==> src/slis_pkg.sv <==
// ----------------------------------------------------------------------------
// slis_pkg
// Shared types and constants for the sorted insertion list: status codes,
// datapath control word and sequencer condition flags.
// ----------------------------------------------------------------------------
package slis_pkg;

	localparam int CAPACITY_DEF = 16;
	localparam int DATA_W       = 32;
	localparam int ST_W         = 3;

	localparam logic [ST_W-1:0] ST_OK        = 3'd0;
	localparam logic [ST_W-1:0] ST_FULL      = 3'd1;
	localparam logic [ST_W-1:0] ST_EMPTY     = 3'd2;
	localparam logic [ST_W-1:0] ST_NOT_FOUND = 3'd3;
	localparam logic [ST_W-1:0] ST_KEY_LAST  = 3'd4;

	typedef enum logic [2:0] {
		PTR_HOLD,
		PTR_CNT,
		PTR_ZERO,
		PTR_INC,
		PTR_DEC
	} ptr_op_t;

	typedef enum logic [1:0] {
		WR_NONE,
		WR_SHIFT,
		WR_KEY
	} wr_op_t;

	typedef enum logic [1:0] {
		CNT_HOLD,
		CNT_INC,
		CNT_CUT
	} cnt_op_t;

	// one microinstruction's datapath fields
	typedef struct packed {
		ptr_op_t         ptr_op;
		logic            ra_m1;    // read address is next pointer minus one
		wr_op_t          wr_op;
		logic            emit;
		logic [ST_W-1:0] st;
		logic            item_rd;  // item from read data, else zero
		logic            last_end; // last flag from end test, else one
		cnt_op_t         cnt_op;
		logic            pos_ld;
	} ctrl_t;

	// datapath tests seen by the sequencer
	typedef struct packed {
		logic full;
		logic cnt0;
		logic ngt;
		logic ptr1;
		logic eq;
		logic at_end;
		logic ptr_cnt;
	} flags_t;

endpackage

==> src/slis_mem.sv <==
// ----------------------------------------------------------------------------
// slis_mem
// Entry store: one write port, one read port with registered read data.
// ----------------------------------------------------------------------------
module slis_mem #(
	parameter int DEPTH = 16,
	parameter int AW    = 4,
	parameter int DW    = 32
) (
	input  logic          clk,
	input  logic          we,
	input  logic [AW-1:0] waddr,
	input  logic [DW-1:0] wdata,
	input  logic [AW-1:0] raddr,
	output logic [DW-1:0] rdata_q
);

	logic [DW-1:0] mem [DEPTH];

	always_ff @(posedge clk) begin
		if (we) begin
			mem[waddr] <= wdata;
		end
		rdata_q <= mem[raddr];
	end

endmodule

==> src/slis_seq.sv <==
// ----------------------------------------------------------------------------
// slis_seq
// Microcode sequencer: step counter, control store and two-way conditional
// jumps. Emit steps hold while the output register is occupied.
// ----------------------------------------------------------------------------
module slis_seq (
	input  logic             clk,
	input  logic             arst_n,
	input  logic             in_valid,
	input  logic             action,
	input  slis_pkg::flags_t flags,
	input  logic             out_hold,
	output slis_pkg::ctrl_t  ctrl,
	output logic             go,
	output logic             idle
);

	import slis_pkg::*;

	typedef enum logic [3:0] {
		S_IDLE,
		S_INS_CHK,
		S_INS_CMP,
		S_INS_PUT,
		S_INS_OK,
		S_EM_FULL,
		S_SPL_CHK,
		S_SPL_SRCH,
		S_SPL_FOUND,
		S_SPL_EMIT,
		S_SPL_CUT,
		S_EM_EMPTY,
		S_EM_NF,
		S_EM_KL
	} step_t;

	typedef enum logic [2:0] {
		C_NEVER,
		C_FULL,
		C_CNT0,
		C_NGT,
		C_PTR1,
		C_EQ,
		C_END,
		C_PEND
	} cond_t;

	typedef struct packed {
		cond_t ca;
		step_t ta;
		cond_t cb;
		step_t tb;
		step_t tn;
		ctrl_t c;
	} uop_t;

	function automatic uop_t rom(step_t s);
		uop_t u;
		u = '0;
		unique case (s)
			S_IDLE: begin
				u.tn = S_IDLE;
			end
			S_INS_CHK: begin
				u.ca = C_FULL;  u.ta = S_EM_FULL;
				u.cb = C_CNT0;  u.tb = S_INS_PUT;
				u.tn = S_INS_CMP;
				u.c.ptr_op = PTR_CNT;
				u.c.ra_m1  = 1'b1;
			end
			S_INS_CMP: begin
				u.ca = C_NGT;   u.ta = S_INS_OK;
				u.cb = C_PTR1;  u.tb = S_INS_PUT;
				u.tn = S_INS_CMP;
				u.c.ptr_op = PTR_DEC;
				u.c.ra_m1  = 1'b1;
				u.c.wr_op  = WR_SHIFT;
			end
			S_INS_PUT: begin
				u.tn = S_INS_OK;
				u.c.wr_op = WR_KEY;
			end
			S_INS_OK: begin
				u.tn = S_IDLE;
				u.c.emit   = 1'b1;
				u.c.st     = ST_OK;
				u.c.cnt_op = CNT_INC;
			end
			S_EM_FULL: begin
				u.tn = S_IDLE;
				u.c.emit = 1'b1;
				u.c.st   = ST_FULL;
			end
			S_SPL_CHK: begin
				u.ca = C_CNT0;  u.ta = S_EM_EMPTY;
				u.tn = S_SPL_SRCH;
				u.c.ptr_op = PTR_ZERO;
			end
			S_SPL_SRCH: begin
				u.ca = C_EQ;    u.ta = S_SPL_FOUND;
				u.cb = C_END;   u.tb = S_EM_NF;
				u.tn = S_SPL_SRCH;
				u.c.ptr_op = PTR_INC;
				u.c.pos_ld = 1'b1;
			end
			S_SPL_FOUND: begin
				u.ca = C_PEND;  u.ta = S_EM_KL;
				u.tn = S_SPL_EMIT;
			end
			S_SPL_EMIT: begin
				u.ca = C_END;   u.ta = S_SPL_CUT;
				u.tn = S_SPL_EMIT;
				u.c.ptr_op   = PTR_INC;
				u.c.emit     = 1'b1;
				u.c.st       = ST_OK;
				u.c.item_rd  = 1'b1;
				u.c.last_end = 1'b1;
			end
			S_SPL_CUT: begin
				u.tn = S_IDLE;
				u.c.cnt_op = CNT_CUT;
			end
			S_EM_EMPTY: begin
				u.tn = S_IDLE;
				u.c.emit = 1'b1;
				u.c.st   = ST_EMPTY;
			end
			S_EM_NF: begin
				u.tn = S_IDLE;
				u.c.emit = 1'b1;
				u.c.st   = ST_NOT_FOUND;
			end
			S_EM_KL: begin
				u.tn = S_IDLE;
				u.c.emit = 1'b1;
				u.c.st   = ST_KEY_LAST;
			end
			default: begin
				u.tn = S_IDLE;
			end
		endcase
		return u;
	endfunction

	function automatic logic test(cond_t c, flags_t f);
		logic r;
		unique case (c)
			C_NEVER: r = 1'b0;
			C_FULL:  r = f.full;
			C_CNT0:  r = f.cnt0;
			C_NGT:   r = f.ngt;
			C_PTR1:  r = f.ptr1;
			C_EQ:    r = f.eq;
			C_END:   r = f.at_end;
			C_PEND:  r = f.ptr_cnt;
			default: r = 1'b0;
		endcase
		return r;
	endfunction

	step_t upc_q;
	step_t upc_d;
	uop_t  uop;
	logic  stall;

	assign uop   = rom(upc_q);
	assign ctrl  = uop.c;
	assign idle  = (upc_q == S_IDLE);
	assign stall = uop.c.emit && out_hold;
	assign go    = !idle && !stall;

	always_comb begin
		if (idle) begin
			if (in_valid) begin
				upc_d = action ? S_SPL_CHK : S_INS_CHK;
			end else begin
				upc_d = S_IDLE;
			end
		end else if (stall) begin
			upc_d = upc_q;
		end else if (test(uop.ca, flags)) begin
			upc_d = uop.ta;
		end else if (test(uop.cb, flags)) begin
			upc_d = uop.tb;
		end else begin
			upc_d = uop.tn;
		end
	end

	always_ff @(posedge clk or negedge arst_n) begin
		if (!arst_n) begin
			upc_q <= S_IDLE;
		end else begin
			upc_q <= upc_d;
		end
	end

endmodule

==> src/sorted_list_insert_split.sv <==
// ----------------------------------------------------------------------------
// sorted_list_insert_split
// Sorted store of up to CAPACITY signed words with insert and split-after-key.
// ----------------------------------------------------------------------------
// Input channel (in_valid/in_ready, action, value): action 0 inserts value at
// its sorted place, action 1 splits the list after the first entry equal to
// value. One transaction is taken at a time; in_ready is high only while the
// sequencer waits at its idle step.
// Output channel (out_valid/out_ready, status, item, last): insert gives one
// result (ok or full). Split gives one error result (empty, not_found,
// key_last) or the removed tail, one result per entry in ascending order,
// last set on the final one.
// Sequencer steps from acceptance: insert checks the count, moves up one
// entry per step to the key's place, writes the key and reports ok, or
// reports full. Split checks the count, scans one entry per step, checks a
// found key for the last entry, emits one result per step and cuts the count
// after a tail. A result is registered at the end of its step; the sequencer
// passes its idle step before the next transaction is taken. The single read
// port of the entry memory sets one entry per cycle unless an emit step stalls.
// The output register holds a result until taken; an emit step waits while
// it is occupied, so a stalled receiver stalls the sequencer, nothing lost.
// Reset empties the list at once (count to zero); entries need no clearing.
// ----------------------------------------------------------------------------
module sorted_list_insert_split #(
	parameter int CAPACITY = slis_pkg::CAPACITY_DEF
) (
	input  logic                                clk,
	input  logic                                arst_n,
	input  logic                                in_valid,
	output logic                                in_ready,
	input  logic                                action,
	input  logic signed [slis_pkg::DATA_W-1:0]  value,
	output logic                                out_valid,
	input  logic                                out_ready,
	output logic        [slis_pkg::ST_W-1:0]    status,
	output logic signed [slis_pkg::DATA_W-1:0]  item,
	output logic                                last
);

	import slis_pkg::*;

	localparam int CW = $clog2(CAPACITY + 1);
	localparam int AW = $clog2(CAPACITY);

	ctrl_t              ctrl;
	flags_t             flags;
	logic               go;
	logic               idle;
	logic               out_hold;

	logic [CW-1:0]      cnt_q;
	logic [CW-1:0]      ptr_q;
	logic [CW-1:0]      ptr_d;
	logic [CW-1:0]      pos_q;
	logic [CW-1:0]      ptr_p1;
	logic [CW-1:0]      ra_full;
	logic [DATA_W-1:0]  key_q;
	logic [DATA_W-1:0]  rdata;
	logic               gt;
	logic               mem_we;
	logic [DATA_W-1:0]  mem_wdata;

	logic               out_valid_q;
	logic [ST_W-1:0]    status_q;
	logic [DATA_W-1:0]  item_q;
	logic               last_q;

	assign in_ready  = idle;
	assign out_hold  = out_valid_q && !out_ready;
	assign out_valid = out_valid_q;
	assign status    = status_q;
	assign item      = item_q;
	assign last      = last_q;

	slis_seq u_seq (
		.clk      (clk),
		.arst_n   (arst_n),
		.in_valid (in_valid),
		.action   (action),
		.flags    (flags),
		.out_hold (out_hold),
		.ctrl     (ctrl),
		.go       (go),
		.idle     (idle)
	);

	assign ptr_p1 = CW'(ptr_q + CW'(1));
	assign gt     = $signed(rdata) > $signed(key_q);

	always_comb begin
		flags.full    = (cnt_q == CW'(CAPACITY));
		flags.cnt0    = (cnt_q == '0);
		flags.ngt     = !gt;
		flags.ptr1    = (ptr_q == CW'(1));
		flags.eq      = (rdata == key_q);
		flags.at_end  = (ptr_p1 == cnt_q);
		flags.ptr_cnt = (ptr_q == cnt_q);
	end

	always_comb begin
		ptr_d = ptr_q;
		if (go) begin
			case (ctrl.ptr_op)
				PTR_HOLD: ptr_d = ptr_q;
				PTR_CNT:  ptr_d = cnt_q;
				PTR_ZERO: ptr_d = '0;
				PTR_INC:  ptr_d = ptr_p1;
				PTR_DEC:  ptr_d = CW'(ptr_q - CW'(1));
				default:  ptr_d = ptr_q;
			endcase
		end
	end

	// read ahead at the pointer's next value so data lines up with the step
	assign ra_full = ctrl.ra_m1 ? CW'(ptr_d - CW'(1)) : ptr_d;

	assign mem_we    = go && (ctrl.wr_op != WR_NONE);
	assign mem_wdata = (ctrl.wr_op == WR_SHIFT && gt) ? rdata : key_q;

	slis_mem #(
		.DEPTH (CAPACITY),
		.AW    (AW),
		.DW    (DATA_W)
	) u_mem (
		.clk     (clk),
		.we      (mem_we),
		.waddr   (ptr_q[AW-1:0]),
		.wdata   (mem_wdata),
		.raddr   (ra_full[AW-1:0]),
		.rdata_q (rdata)
	);

	always_ff @(posedge clk or negedge arst_n) begin
		if (!arst_n) begin
			cnt_q       <= '0;
			ptr_q       <= '0;
			pos_q       <= '0;
			out_valid_q <= 1'b0;
		end else begin
			ptr_q <= ptr_d;
			if (go && ctrl.pos_ld) begin
				pos_q <= ptr_q;
			end
			if (go) begin
				case (ctrl.cnt_op)
					CNT_HOLD: cnt_q <= cnt_q;
					CNT_INC:  cnt_q <= CW'(cnt_q + CW'(1));
					CNT_CUT:  cnt_q <= CW'(pos_q + CW'(1));
					default:  cnt_q <= cnt_q;
				endcase
			end
			if (go && ctrl.emit) begin
				out_valid_q <= 1'b1;
			end else if (out_ready) begin
				out_valid_q <= 1'b0;
			end
		end
	end

	always_ff @(posedge clk) begin
		if (in_valid && idle) begin
			key_q <= value;
		end
		if (go && ctrl.emit) begin
			status_q <= ctrl.st;
			item_q   <= ctrl.item_rd ? rdata : '0;
			last_q   <= ctrl.last_end ? flags.at_end : 1'b1;
		end
	end

	a_cnt_bound: assert property (@(posedge clk) disable iff (!arst_n)
		cnt_q <= CW'(CAPACITY))
		else $error("entry count above capacity");

	a_no_write_idle: assert property (@(posedge clk) disable iff (!arst_n)
		idle |-> !mem_we)
		else $error("entry write while idle");

	a_one_at_a_time: assert property (@(posedge clk) disable iff (!arst_n)
		(in_valid && in_ready) |=> !in_ready)
		else $error("second transaction taken while busy");

	a_err_is_last: assert property (@(posedge clk) disable iff (!arst_n)
		(out_valid && status != ST_OK) |-> (last && item == '0))
		else $error("error result not single or item not zero");

	a_count_on_insert: assert property (@(posedge clk) disable iff (!arst_n)
		(out_valid_q && !$past(out_valid_q) && status == ST_OK && !$past(idle)
		 && $past(ctrl.cnt_op) == CNT_INC) |-> (cnt_q == CW'($past(cnt_q) + CW'(1))))
		else $error("insert result without count update");

endmodule

==> config.mk <==
export PLATFORM = sky130hd
export DESIGN_NAME = sorted_list_insert_split
export DESIGN_NICKNAME = d
export VERILOG_FILES = /design/src/slis_pkg.sv /design/src/slis_mem.sv /design/src/slis_seq.sv /design/src/sorted_list_insert_split.sv
export SDC_FILE = /design/constraint.sdc
export NUM_CORES = 1
export LEC_CHECK = 0
export BUFFER_PORTS_ARGS = -buffer_cell sky130_fd_sc_hd__buf_2
export CORE_UTILIZATION = 25
export DETAILED_ROUTE_END_ITERATION = 6
export SLEW_MARGIN = 20
export SYNTH_ARGS = -nofsm -noshare
export SYNTH_HDL_FRONTEND = slang
export SYNTH_SLANG_ARGS = --single-unit
==> constraint.sdc <==
create_clock -name clk -period 4.1 [get_ports clk]
set_input_delay 1.23 -clock clk [delete_from_list [all_inputs] [get_ports clk]]
set_output_delay 1.23 -clock clk [all_outputs]
set_load 0.05 [all_outputs]
* After elaboration in Yosys (flattened, before gate mapping) *
Memory sizes are Yosys's and may differ from the RTL's. A register that Yosys moved wholly into a read port is not among the register bits.
Cells that the tools add are included.

word-level totals
  output and inout bits = 38
  memories = 1
  RAM bits = 512
  logic and storage cells = 113
  bits in registers = 88
  input port bits = 37

memories
  name       words  width  read ports  clocked after Yosys merged registers in  wr ports  RTL line        source
  u_mem.mem  16     32     1           1                                        1         slis_mem.sv:18  logic [DW-1:0] mem [DEPTH];

cells by class
  $lt $le $gt $ge = 1
  equality and inequality tests = 40
  add/sub/neg operators = 5
  reductions and logical operators = 25
  multiplexer cells = 32

operator list
  kind                                                  number
  case mux 7 bit (6 select lines)                       1
  equality test 32 bit                                  1
  greater-than comparator 32 bit                        1
  two-way mux 32 bit                                    1
  equality test 3 bit (second input constant)           9
  equality test 4 bit (second input constant)           6
  two-way mux 4 bit                                     6
  case mux 7 bit (3 select lines)                       1
  case mux 4 bit (5 select lines)                       1
  case mux 5 bit (4 select lines)                       1
  equality test 3 x 2 -> 1 bit (second input constant)  6
  equality test 4 x 3 -> 1 bit (second input constant)  4
  case mux 1 bit (8 select lines)                       2
  case mux 4 bit (4 select lines)                       1
  adder 5 x 1 -> 5 bit (second input constant)          3
  case mux 3 bit (4 select lines)                       1
  two-way mux 1 bit                                     11
  equality test 5 bit                                   2
  case mux 5 bit (2 select lines)                       1
  OR reduction 2 bit                                    5
  equality test 3 x 1 -> 1 bit (second input constant)  3
  equality test 4 x 2 -> 1 bit (second input constant)  2
  logical AND 1 bit                                     8
  case mux 2 bit (2 select lines)                       2
  17 further kinds                                      24

* Longest topological paths before layout *
Gate-level depths: netlist of run 1.

  word-level depth = 13
  mapped depth = 14
  gate-level depth less buffers = 10

* Hierarchy *
A second synthesis of run 1 with hierarchy kept.

second synthesis, totals
  cells, all modules = 1469
  area total of the unflattened synthesis = 25972.4 um2

modules (own cells, without submodules)
  module                    area an instance (um2)  cells an instance  times used  seq. area each (um2)
  slis_mem                  19835.3                 838                1           16015.4
  sorted_list_insert_split  5447.7                  535                1           2442.3
  slis_seq                  689.4                   96                 1           100.1

* Worst setup path after synthesis of run 1 *
Ideal clock, no wire load.

  path type = input-to-reg
  start point = input out_ready
  end point = register u_mem.rdata_q[10], read port of u_mem.mem
  library setup time = 0.134 ns
  buffers on the path = 2
  stages = 11
  setup slack = -0.070 ns
  arrival = 4.035 ns
  data required time = 3.966 ns
  path through = nor2b_1 o22a_1 a211oi_1 a21oi_1 inv_1 ha_1 mux2i_2 buf_6 buf_2 mux4_2 mux4_2

between the ends
  cells in the longest elaborated chain, start to end = 8

ends and longest elaborated chain
  item                       RTL line                         source
  from (decl)                sorted_list_insert_split.sv:34   input logic out_ready,
  zero test 1 bit (*)        sorted_list_insert_split.sv:69   assign out_hold = out_valid_q && !out_ready;
  logical AND 1 bit (*)      sorted_list_insert_split.sv:69
  logical AND 1 bit (*)      slis_seq.sv:169                  assign stall = uop.c.emit && out_hold;
  zero test 1 bit (*)        slis_seq.sv:170                  assign go = !idle && !stall;
  logical AND 1 bit (*)      slis_seq.sv:170
  two-way mux 5 bit (*)      sorted_list_insert_split.sv:102  if (go) begin
  net ptr_d[0]               sorted_list_insert_split.sv:53   logic [CW-1:0] ptr_d;
  subtractor 4 x 1 -> 4 bit  sorted_list_insert_split.sv:115  assign ra_full = ctrl.ra_m1 ? CW'(ptr_d - CW'(1)) : ptr_d;
  two-way mux 4 bit (*)      sorted_list_insert_split.sv:115
  to (decl)                  slis_mem.sv:15                   output logic [DW-1:0] rdata_q

The timed path passes the listed nets; every way through them passes the cells marked *.
A chain may end at the register's enable or synchronous reset.

* Worst setup path in the final report of run 1 *
  start point = register key_q[15]
  end point = memory u_mem.mem[3][20], data pin

between the ends
  cells in the longest elaborated chain, start to end = 3

ends and longest elaborated chain
  item                            RTL line                         source
  from (decl)                     sorted_list_insert_split.sv:57   logic [DATA_W-1:0] key_q;
  from (signal assigned)          sorted_list_insert_split.sv:162  key_q <= value;
  greater-than comparator 32 bit  sorted_list_insert_split.sv:88   assign gt = $signed(rdata) > $signed(key_q);
  logical AND 1 bit               sorted_list_insert_split.sv:118  assign mem_wdata = (ctrl.wr_op == WR_SHIFT && gt) ? rdata : key_q;
  two-way mux 32 bit              sorted_list_insert_split.sv:118
  net mem_wdata[20]               sorted_list_insert_split.sv:61   logic [DATA_W-1:0] mem_wdata;
  to (decl)                       slis_mem.sv:18

The timed path passes the listed nets, and every way through them passes these cells.

==> results of run 1 <==
[cell usage after synthesis, types with 12 or more instances]
cell,number,share of area (%)
edfxtp_1,580,69
mux4_2,159,14
inv_1,42,0.62
ha_1,40,2.0
nor2_1,39,0.58
clkbuf_1,34,0.50
and3_1,32,0.79
dfxtp_1,32,2.5
nand2_1,31,0.46
a21oi_1,25,0.49
o21ai_0,22,0.43
dfrtp_1,20,2.0
mux2_1,18,0.80
mux2_2,17,0.76
nand3_1,12,0.24
[path summary, 6_finish.rpt]
check                                              to                  from  slack [ps]
max in group asynchronous          ptr_q[0]$_DFF_PN0_                arst_n        3160
setup reg to reg           u_mem.mem[3][20]$_DFFE_PP_   key_q[15]$_DFFE_PP_         120
setup / recovery           u_mem.mem[3][20]$_DFFE_PP_   key_q[15]$_DFFE_PP_         120
min in group asynchronous  u_seq.upc_q[3]$_DFFE_PN0P_                arst_n         590
hold reg to reg                  pos_q[0]$_DFFE_PN0P_  pos_q[0]$_DFFE_PN0P_         490
hold / removal                   pos_q[0]$_DFFE_PN0P_  pos_q[0]$_DFFE_PN0P_         490
[critical path: stages (launching register included)]
cell and delay, ps:
edfxtp_1 470, inv_1 70, ha_1 450, nand4_1 430
a2111oi_0 670, o41a_1 280, nor2_1 90, xor2_1 120
and3_2 270, buf_12 190, mux2_1 560
[cell usage in the layout (no fill, tap or decap), types with 4 or more instances in the layout]
cell	n
nor2b_1	6
nand4_1	7
nor2_4	13
dfrtp_1	20
nor4_1	4
nand3_1	12
buf_4	39
nand2_1	31
mux4_2	159
mux2_2	17
xnor2_1	8
clkinv_1	7
nor2_1	26
o211ai_1	4
clkinv_2	13
a21o_1	4
buf_2	74
edfxtp_1	580
a21oi_1	24
o21ai_0	22
and3_1	31
mux2i_1	6
nor3_2	4
nand2b_1	5
dfxtp_1	32
bufinv_16	5
o22a_1	4
buf_12	25
xor2_1	7
a22oi_1	4
nand3b_1	4
ha_1	40
inv_1	41
clkbuf_1	19
clkbuf_16	71
nor3_1	4
mux2_1	18
[where the power goes]
group          leakage (nW)  internal [mW]  switching [mW]  total [mW]
registers              5.77           8.68           0.572        9.25
clock network          1.10           3.59            2.54        6.13
logic                  3.10           6.75            6.26        13.0
[kinds of logic after synthesis]
family / share of synthesized area (%)
AND/OR/NAND/NOR: 3.68
buffers and inverters: 1.96
flip-flops: 73.3
adder cells (fa/ha/maj): 1.98
multiplexers: 16.1
AO/OA/AOI/OAI: 2.43
XOR/XNOR: 0.617
[sequential cells by signal (all words and copies together) (netlist names)]
register,count
pos_q,5
u_mem.mem,512
item,32
status,3
cnt_q,5
last,1
key_q,32
ptr_q,5
u_mem.rdata_q,32
out_valid,1
u_seq.upc_q,4
[per-layer routing]
metal	global-route usage [%]	up-vias	wire length, microns
li1	-	5466	-
met1	16.5	6775	26600
met2	18.9	457	29100
met3	2.73	75	4470
met4	2.91	2	913
met5	0	-	13
[final cells by class]
type / count / area [sq um]
Clock buffer: 93 / 1890
Clock inverter: 32 / 353
Fill cell: 9645 / 70000
Inverter: 42 / 158
Multi-Input combinational cell: 524 / 6460
Sequential cell: 632 / 18600
Tap cell: 1357 / 1700
Timing Repair Buffer: 138 / 1160
==> results.yml, run 1 <==
critical_path:
  critPathMaxFanout: 16
  startpoint_type: "flop"
  cp_data_arrival_time_ps: 4250
  reg2reg_depth: 10
  required_ps: 4370
  worst-setup-path-type: "flop to flop"
  end_kind: "flop"
timing:
  rsz0062_at_grt: "false"
  fmax_mhz: 251
  fin_crit_ps: 3980
  finalSetupViolCount: 0
  tightest_slew_ps: 826
  drv_slew: 0
  skew_ps: 34.4
  setup-tns-final_ps: 0
  worst_slack_ps: 123
  hold_viol_final: 0
  whs_ps: 487
  finalCritPeriodShare_pct: 97.0
  maxSlewHeadroom_pct: 44.8
placed_design:
  dp.cells: 2693
  preCtsSetupSlack_ps: -69.2
  gp_congestion: 0.793
  place_area_sq_um: 28000
  io_buffer_count: 74
  dp_hpwl_microns: 35400
synthesis:
  synth_cells: 1265
  synthesis.nets: 1342
  synthFlopType: "edfxtp_1"
  ys_seq_area_share_pct: 73.3
  synth_area_sq_um: 25300
  synth_edf_count: 580
  synth_area_per_cell_sq_um: 20.0
  synth-async-reset-ratio_pct: 3.16
  synth_cell_types: 70
  synth-seq-cells: 632
  synth_warnings: 0
cts:
  postCtsSetupRepairBufs: 0
  insertion_delay_ps: 620
  cts_tree: "yes"
  clkTransAtPathRegs_ps: 60
  clockRootBuffer: "clkbuf_16"
  cts_hold_buf: 0
  cts.sinks: 632
  cts_buffers: 69
  clk_path_buf_depth: 3
  cts_resized: 0
  h-tree-depth: 3
global_routing:
  grtUsageTotal_pct: 11.9
  grt_overflow: 0
  grt_max_degree: 43
  antenna_found_initial: 3
  first_global_vias: 13100
  grt_pass1_wl_microns: 89600
detailed_routing:
  dr.pass1.iters: 5
  detail-route-antenna-nets: 0
  route.detailed.drc: 0
  drt-initial-drc-count: 1250
  vias: 12800
  avgRoutedWirePerCell_microns: 21.7
  routed_via_density: 4.53
  wl_microns: 61100
layout:
  syn2layout_area_growth_pct: 19.5
  nets: 1484
  stdcell_count: 2818
  drive_gt1_share_pct: 30.6
  final_util_pct: 30.2
  design_area_sq_um: 30300
  insertedDiodeCount: 0
floorplan:
  start_util_pct: 25.3
  die_y_microns: 320
  dieArea_sq_um: 103000
  rows: 116
  io_pins: 75
  die_w_microns: 320
  fp.coreArea_sq_um: 100000
power_and_ir_drop:
  power.leakage_nw: 9.97
  power_per_cell_area_nw_per_um2: 938
  finalPower_mw: 28.4
  irDropWorstVdd_mv: 0.559
worst_hold_path:
  hold_class: "flop to flop"
  hold_depth: 2
outcome:
  status: "complete, no violations"
flow_run:
  maxCapViolCount: 0
Note: power is estimated with default switching activity, not from simulation.
==> run 2, diff against run 1 <==
--- a/config.mk
+++ b/config.mk
@@ -8,2 +8,3 @@
 export BUFFER_PORTS_ARGS = -buffer_cell sky130_fd_sc_hd__buf_2
+export CAP_MARGIN = 20
 export CORE_UTILIZATION = 25
==> constraint.sdc (replaced) <==
create_clock -name clk -period 4.1 [get_ports clk]
set_input_delay 0.82 -clock clk [delete_from_list [all_inputs] [get_ports clk]]
set_output_delay 0.82 -clock clk [all_outputs]
set_load 0.05 [all_outputs]
==> run 2 against run 1 <==
Against the previous run: combinational power about the same; total power fell by 3.3%; sequential power about the same; hold slack lost 330 ps; sequential share of layout area increased by 0.76 points; largest power group unchanged.
==> results.yml, run 2 (synthesis gave the netlist of run 1 again) <==
flow_run:
  maxCapViolCount: 0
timing:
  worst_slack_ps: 239
  rsz0062_at_grt: "false"
  finalCritPeriodShare_pct: 94.2
  maxSlewHeadroom_pct: 31.2
  skew_ps: 57.1
  fin_crit_ps: 3860
  fmax_mhz: 259
  setup-tns-final_ps: 0
  tightest_slew_ps: 1030
  hold_viol_final: 0
  whs_ps: 153
  finalSetupViolCount: 0
  drv_slew: 0
detailed_routing:
  route.detailed.drc: 0
  dr.pass1.iters: 5
  met2_length_microns: 28200
  highest_layer: "met4"
  drt-met1-wl_microns: 27200
  routed_via_density: 4.57
  wl_microns: 61200
  vias: 12800
  drt-initial-drc-count: 1256
  avgRoutedWirePerCell_microns: 21.8
  detail-route-antenna-nets: 0
  dr_wl_met3_microns: 5070
power_and_ir_drop:
  finalPower_mw: 27.5
  p_clk_share_pct: 19.7
  power_per_cell_area_nw_per_um2: 918
  sw_frac_of_total_pct: 33.6
  irDropWorstVdd_mv: 0.871
  switchingPower_mw: 9.23
  power.leakage_nw: 9.78
  power_frac_comb_pct: 46.6
  p_int_mw: 18.2
  pwr-share-seq_pct: 33.7
critical_path:
  end_kind: "flop"
  rr_endpoint: "u_mem.rdata_q[6]$_DFF_P_"
  critPathTopFamily: "multiplexers"
  cpMaxStageDelayCell: "dfrtp_1"
  required_ps: 4610
  cp_cell_sequence: "nor2b_1 > xnor2_1 > o22a_1 > buf_4 > a21oi_1 > inv_1 > ha_1 > mux2i_4 > buf_12 > buf_12 > mux4_2 > mux4_2"
  worst-setup-path-type: "flop to flop"
  startpoint_type: "flop"
  cp_slowest_stage_delay_ps: 690
  critPathMaxFanout: 32
  reg2reg_from: "u_seq.upc_q[2]$_DFFE_PN0P_"
  worst-path-buf-inv: 4
  regToRegSetupSlack_ps: 240
  cp_data_arrival_time_ps: 4370
  reg2reg_depth: 12
global_routing:
  grt_pass1_wl_microns: 89500
  antenna_found_initial: 5
  first_global_vias: 12900
  grt_max_degree: 35
  grt_overflow: 0
  grtUsageTotal_pct: 11.9
placed_design:
  io_buffer_count: 74
  dp.cells: 2693
  dp_hpwl_microns: 35400
  place_area_sq_um: 28000
  gp_congestion: 0.806
  preCtsSetupSlack_ps: 199
floorplan:
  dieArea_sq_um: 103000
  rows: 116
  die_w_microns: 320
  io_pins: 75
  start_util_pct: 25.3
  fp.coreArea_sq_um: 100000
  die_y_microns: 320
layout:
  stdcell_count: 2805
  drive_gt1_share_pct: 29.9
  nets: 1474
  design_area_sq_um: 29900
  largest_reg_flops: 512
  layout_common_cells: "580 x edfxtp_1, 159 x mux4_2, 74 x buf_2"
  final_util_pct: 29.8
  insertedDiodeCount: 0
  syn2layout_area_growth_pct: 18.1
  largest-register: "u_mem.mem"
  final_common_cell: "edfxtp_1"
cts:
  cts.sinks: 632
  clk_path_buf_depth: 3
  h-tree-depth: 2
  clockRootBuffer: "clkbuf_16"
  cts_tree: "yes"
  postCtsSetupRepairBufs: 0
  clkTransAtPathRegs_ps: 60
  insertion_delay_ps: 660
  cts_buffers: 59
  cts_resized: 0
  cts_hold_buf: 0
worst_hold_path:
  hold_class: "primary input to asynchronous set/reset pin"
outcome:
  status: "complete, no violations"
==> run 2: area by class of cell <==
| type | count | area (sq um) |
|---|---|---|
| inverter | 42 | 158 |
| clock inverter | 33 | 320 |
| clock buffer | 79 | 1600 |
| multi-input combinational | 524 | 6460 |
| timing repair buffer | 138 | 1110 |
| sequential | 632 | 18600 |
| fill | 9716 | 70400 |
| tap | 1357 | 1700 |
==> run 2: layer usage <==
metal	track usage [%]	up-vias
met5	0	-
met4	2.30	0
met3	2.89	63
met2	18.3	459
met1	17.0	6825
li1	-	5460
==> run 2: worst reg2reg max path: cells and delay by family, from the launching register on <==
family,cells,cell delay [ps]
mux,3,1220
buf+inv,4,720
flops,1,690
compound gates,2,480
fa+ha+maj,1,330
xor+xnor,1,170
simple gates,1,130
==> run 2: power by group through the flow <==
stage	logic, mW	clock network, mW	registers, mW
after global placement	12.7	0	9.37
final	12.8	5.41	9.26
after global routing	13.8	5.79	9.34
after detailed placement	13.0	0	9.39
after floorplan	9.27	0	9.39
after CTS	13.0	5.53	9.26
==> run 2: how the worst max path moves through the flow <==
stage	start	end	slack, ps	cells past startpoint
after floorplan	u_seq.upc_q[3]$_DFFE_PN0P_	u_seq.upc_q[1]$_DFFE_PN0P_	230	10
after global placement	out_ready	u_mem.rdata_q[12]$_DFF_P_	200	12
after detailed placement	out_ready	u_mem.rdata_q[14]$_DFF_P_	200	12
after CTS	u_seq.upc_q[2]$_DFFE_PN0P_	u_mem.rdata_q[6]$_DFF_P_	260	12
after global routing	u_seq.upc_q[2]$_DFFE_PN0P_	u_mem.rdata_q[10]$_DFF_P_	30	12
final	u_seq.upc_q[2]$_DFFE_PN0P_	u_mem.rdata_q[6]$_DFF_P_	240	12
==> run 3, diff against run 2 <==
MAX_ROUTING_LAYER = met4   (was unset)
==> run 3 against run 2 <==
Against the previous run: setup slack gained 12 ps; clock skew grew 0.87 ps; routed wire length is essentially flat; final cell count is essentially flat; critical path depth is the same; global-route usage grew 0.37 points; fmax grew 0.32%; final area is essentially flat; sequential share of layout area is essentially flat; register-to-register slack is essentially flat.
==> results.yml, run 3 (synthesis gave the netlist of run 1 again) <==
outcome:
  status: "complete, no violations"
cts:
  clkTransAtPathRegs_ps: 60
  clk_path_buf_depth: 3
  insertion_delay_ps: 660
  clockRootBuffer: "clkbuf_16"
  cts_resized: 0
  cts.sinks: 632
  cts_tree: "yes"
  postCtsSetupRepairBufs: 0
  cts_buffers: 59
  h-tree-depth: 2
  cts_hold_buf: 0
global_routing:
  gr-usage-met2_pct: 18.3
  antenna_found_initial: 6
  grt_pass1_wl_microns: 89500
  grtUsageTotal_pct: 12.3
  grt_max_degree: 35
  use_met1_pct: 17.1
  top_usage_layer: "met2"
  use_met3_pct: 2.78
  grt_overflow: 0
  first_global_vias: 12900
timing:
  finalSetupViolCount: 0
  tightest_slew_ps: 1030
  setup-tns-final_ps: 0
  rsz0062_at_grt: "false"
  hold_viol_final: 0
  finalCritPeriodShare_pct: 93.9
  fin_crit_ps: 3850
  skew_ps: 58.0
  maxSlewHeadroom_pct: 31.1
  drv_slew: 0
  fmax_mhz: 260
detailed_routing:
  drt-initial-drc-count: 1228
  wl_microns: 61200
  vias: 12700
  detail-route-antenna-nets: 0
  route.detailed.drc: 0
  routed_via_density: 4.53
  avgRoutedWirePerCell_microns: 21.8
  dr.pass1.iters: 5
placed_design:
  dp_hpwl_microns: 35400
  io_buffer_count: 74
  gp_congestion: 0.818
  dp.cells: 2693
  place_area_sq_um: 28000
floorplan:
  die_w_microns: 320
  die_y_microns: 320
  dieArea_sq_um: 103000
  start_util_pct: 25.3
  rows: 116
  fp.coreArea_sq_um: 100000
  io_pins: 75
layout:
  layout_common_cells: "580 x edfxtp_1, 159 x mux4_2, 74 x buf_2"
  fillers: 9718
  stdcell_count: 2806
  final_common_cell: "edfxtp_1"
  drive_gt1_share_pct: 29.9
  syn2layout_area_growth_pct: 18.1
  seq_area_sq_um: 18600
  design_area_sq_um: 29900
  multiInputGateArea_sq_um: 6460
  largest-register: "u_mem.mem"
  largest_reg_flops: 512
  final_util_pct: 29.8
  nets: 1474
critical_path:
  reg2reg_depth: 12
  cp.depth: 12
  rr_endpoint: "u_mem.rdata_q[6]$_DFF_P_"
  startpoint_type: "flop"
  worst-path-buf-inv: 4
  worst-setup-path-type: "flop to flop"
  cpMaxStageDelayCell: "dfrtp_1"
  required_ps: 4610
  end_kind: "flop"
  cp_cell_sequence: "nor2b_1 > xnor2_1 > o22a_1 > buf_4 > a21oi_1 > inv_1 > ha_1 > mux2i_4 > buf_12 > buf_12 > mux4_2 > mux4_2"
  critPathMaxFanout: 32
  cp_data_arrival_time_ps: 4360
  critPathTopFamily: "multiplexers"
  regToRegSetupSlack_ps: 250
  reg2reg_from: "u_seq.upc_q[2]$_DFFE_PN0P_"
  cp_slowest_stage_delay_ps: 700
power_and_ir_drop:
  power_per_cell_area_nw_per_um2: 918
  power.leakage_nw: 9.78
  finalPower_mw: 27.5
  irDropWorstVdd_mv: 0.864
worst_hold_path:
  hold_class: "primary input to asynchronous set/reset pin"
flow_run:
  maxCapViolCount: 0
[run 3: cell types whose count changed in the layout (fill, tap and decap cells not counted)]
cell,previous run,this run
diode_2,0,1
[run 3: worst max path at each step]
stage / start / to / slack [ps]
global route: u_seq.upc_q[2]$_DFFE_PN0P_ / u_mem.rdata_q[10]$_DFF_P_ / 30
detailed placement: out_ready / u_mem.rdata_q[14]$_DFF_P_ / 200
CTS: u_seq.upc_q[2]$_DFFE_PN0P_ / u_mem.rdata_q[6]$_DFF_P_ / 260
finish: u_seq.upc_q[2]$_DFFE_PN0P_ / u_mem.rdata_q[6]$_DFF_P_ / 250
global placement: out_ready / u_mem.rdata_q[12]$_DFF_P_ / 200
floorplan: u_seq.upc_q[3]$_DFFE_PN0P_ / u_seq.upc_q[1]$_DFFE_PN0P_ / 230
[run 3: metal layers]
metal / wire (microns) / up-vias
li1: - / 5455
met3: 4880 / 63
met5: 0 / -
met1: 27400 / 6731
met2: 28100 / 462
met4: 748 / 0
[run 3: final cells by class]
class                   instances  area share [%]
multi-input cells             524            21.6
clock buffers                  79            5.35
clock inverters                33            1.07
diodes                          1         0.00837
inverters                      42           0.527
repair buffers                138            3.72
well taps                    1357            5.68
flip-flops and latches        632            62.0
[run 3: worst reg2reg max path, cell delays in order, from the launching register on]
cell and delay [ps]:
dfrtp_1 700, nor2b_1 130, xnor2_1 170, o22a_1 240, buf_4 170, a21oi_1 220, inv_1 80, ha_1 330
mux2i_4 180, buf_12 190, buf_12 280, mux4_2 580, mux4_2 450
[run 3: metrics by stage]
step / hold WS, ps / worst slack, ps
finish: 146 / 252
detailed placement: 479 / 199
global placement: 472 / 198
global route: 167 / 30.4
CTS: 147 / 265
floorplan: 450 / 234
[run 3: power by group]
part,internal (mW),leakage (nW),total (mW),switching [mW]
clock,3.01,0.927,5.42,2.41
combinational,6.54,3.09,12.8,6.24
sequential,8.68,5.77,9.26,0.574
total,18.2,9.78,27.5,9.22
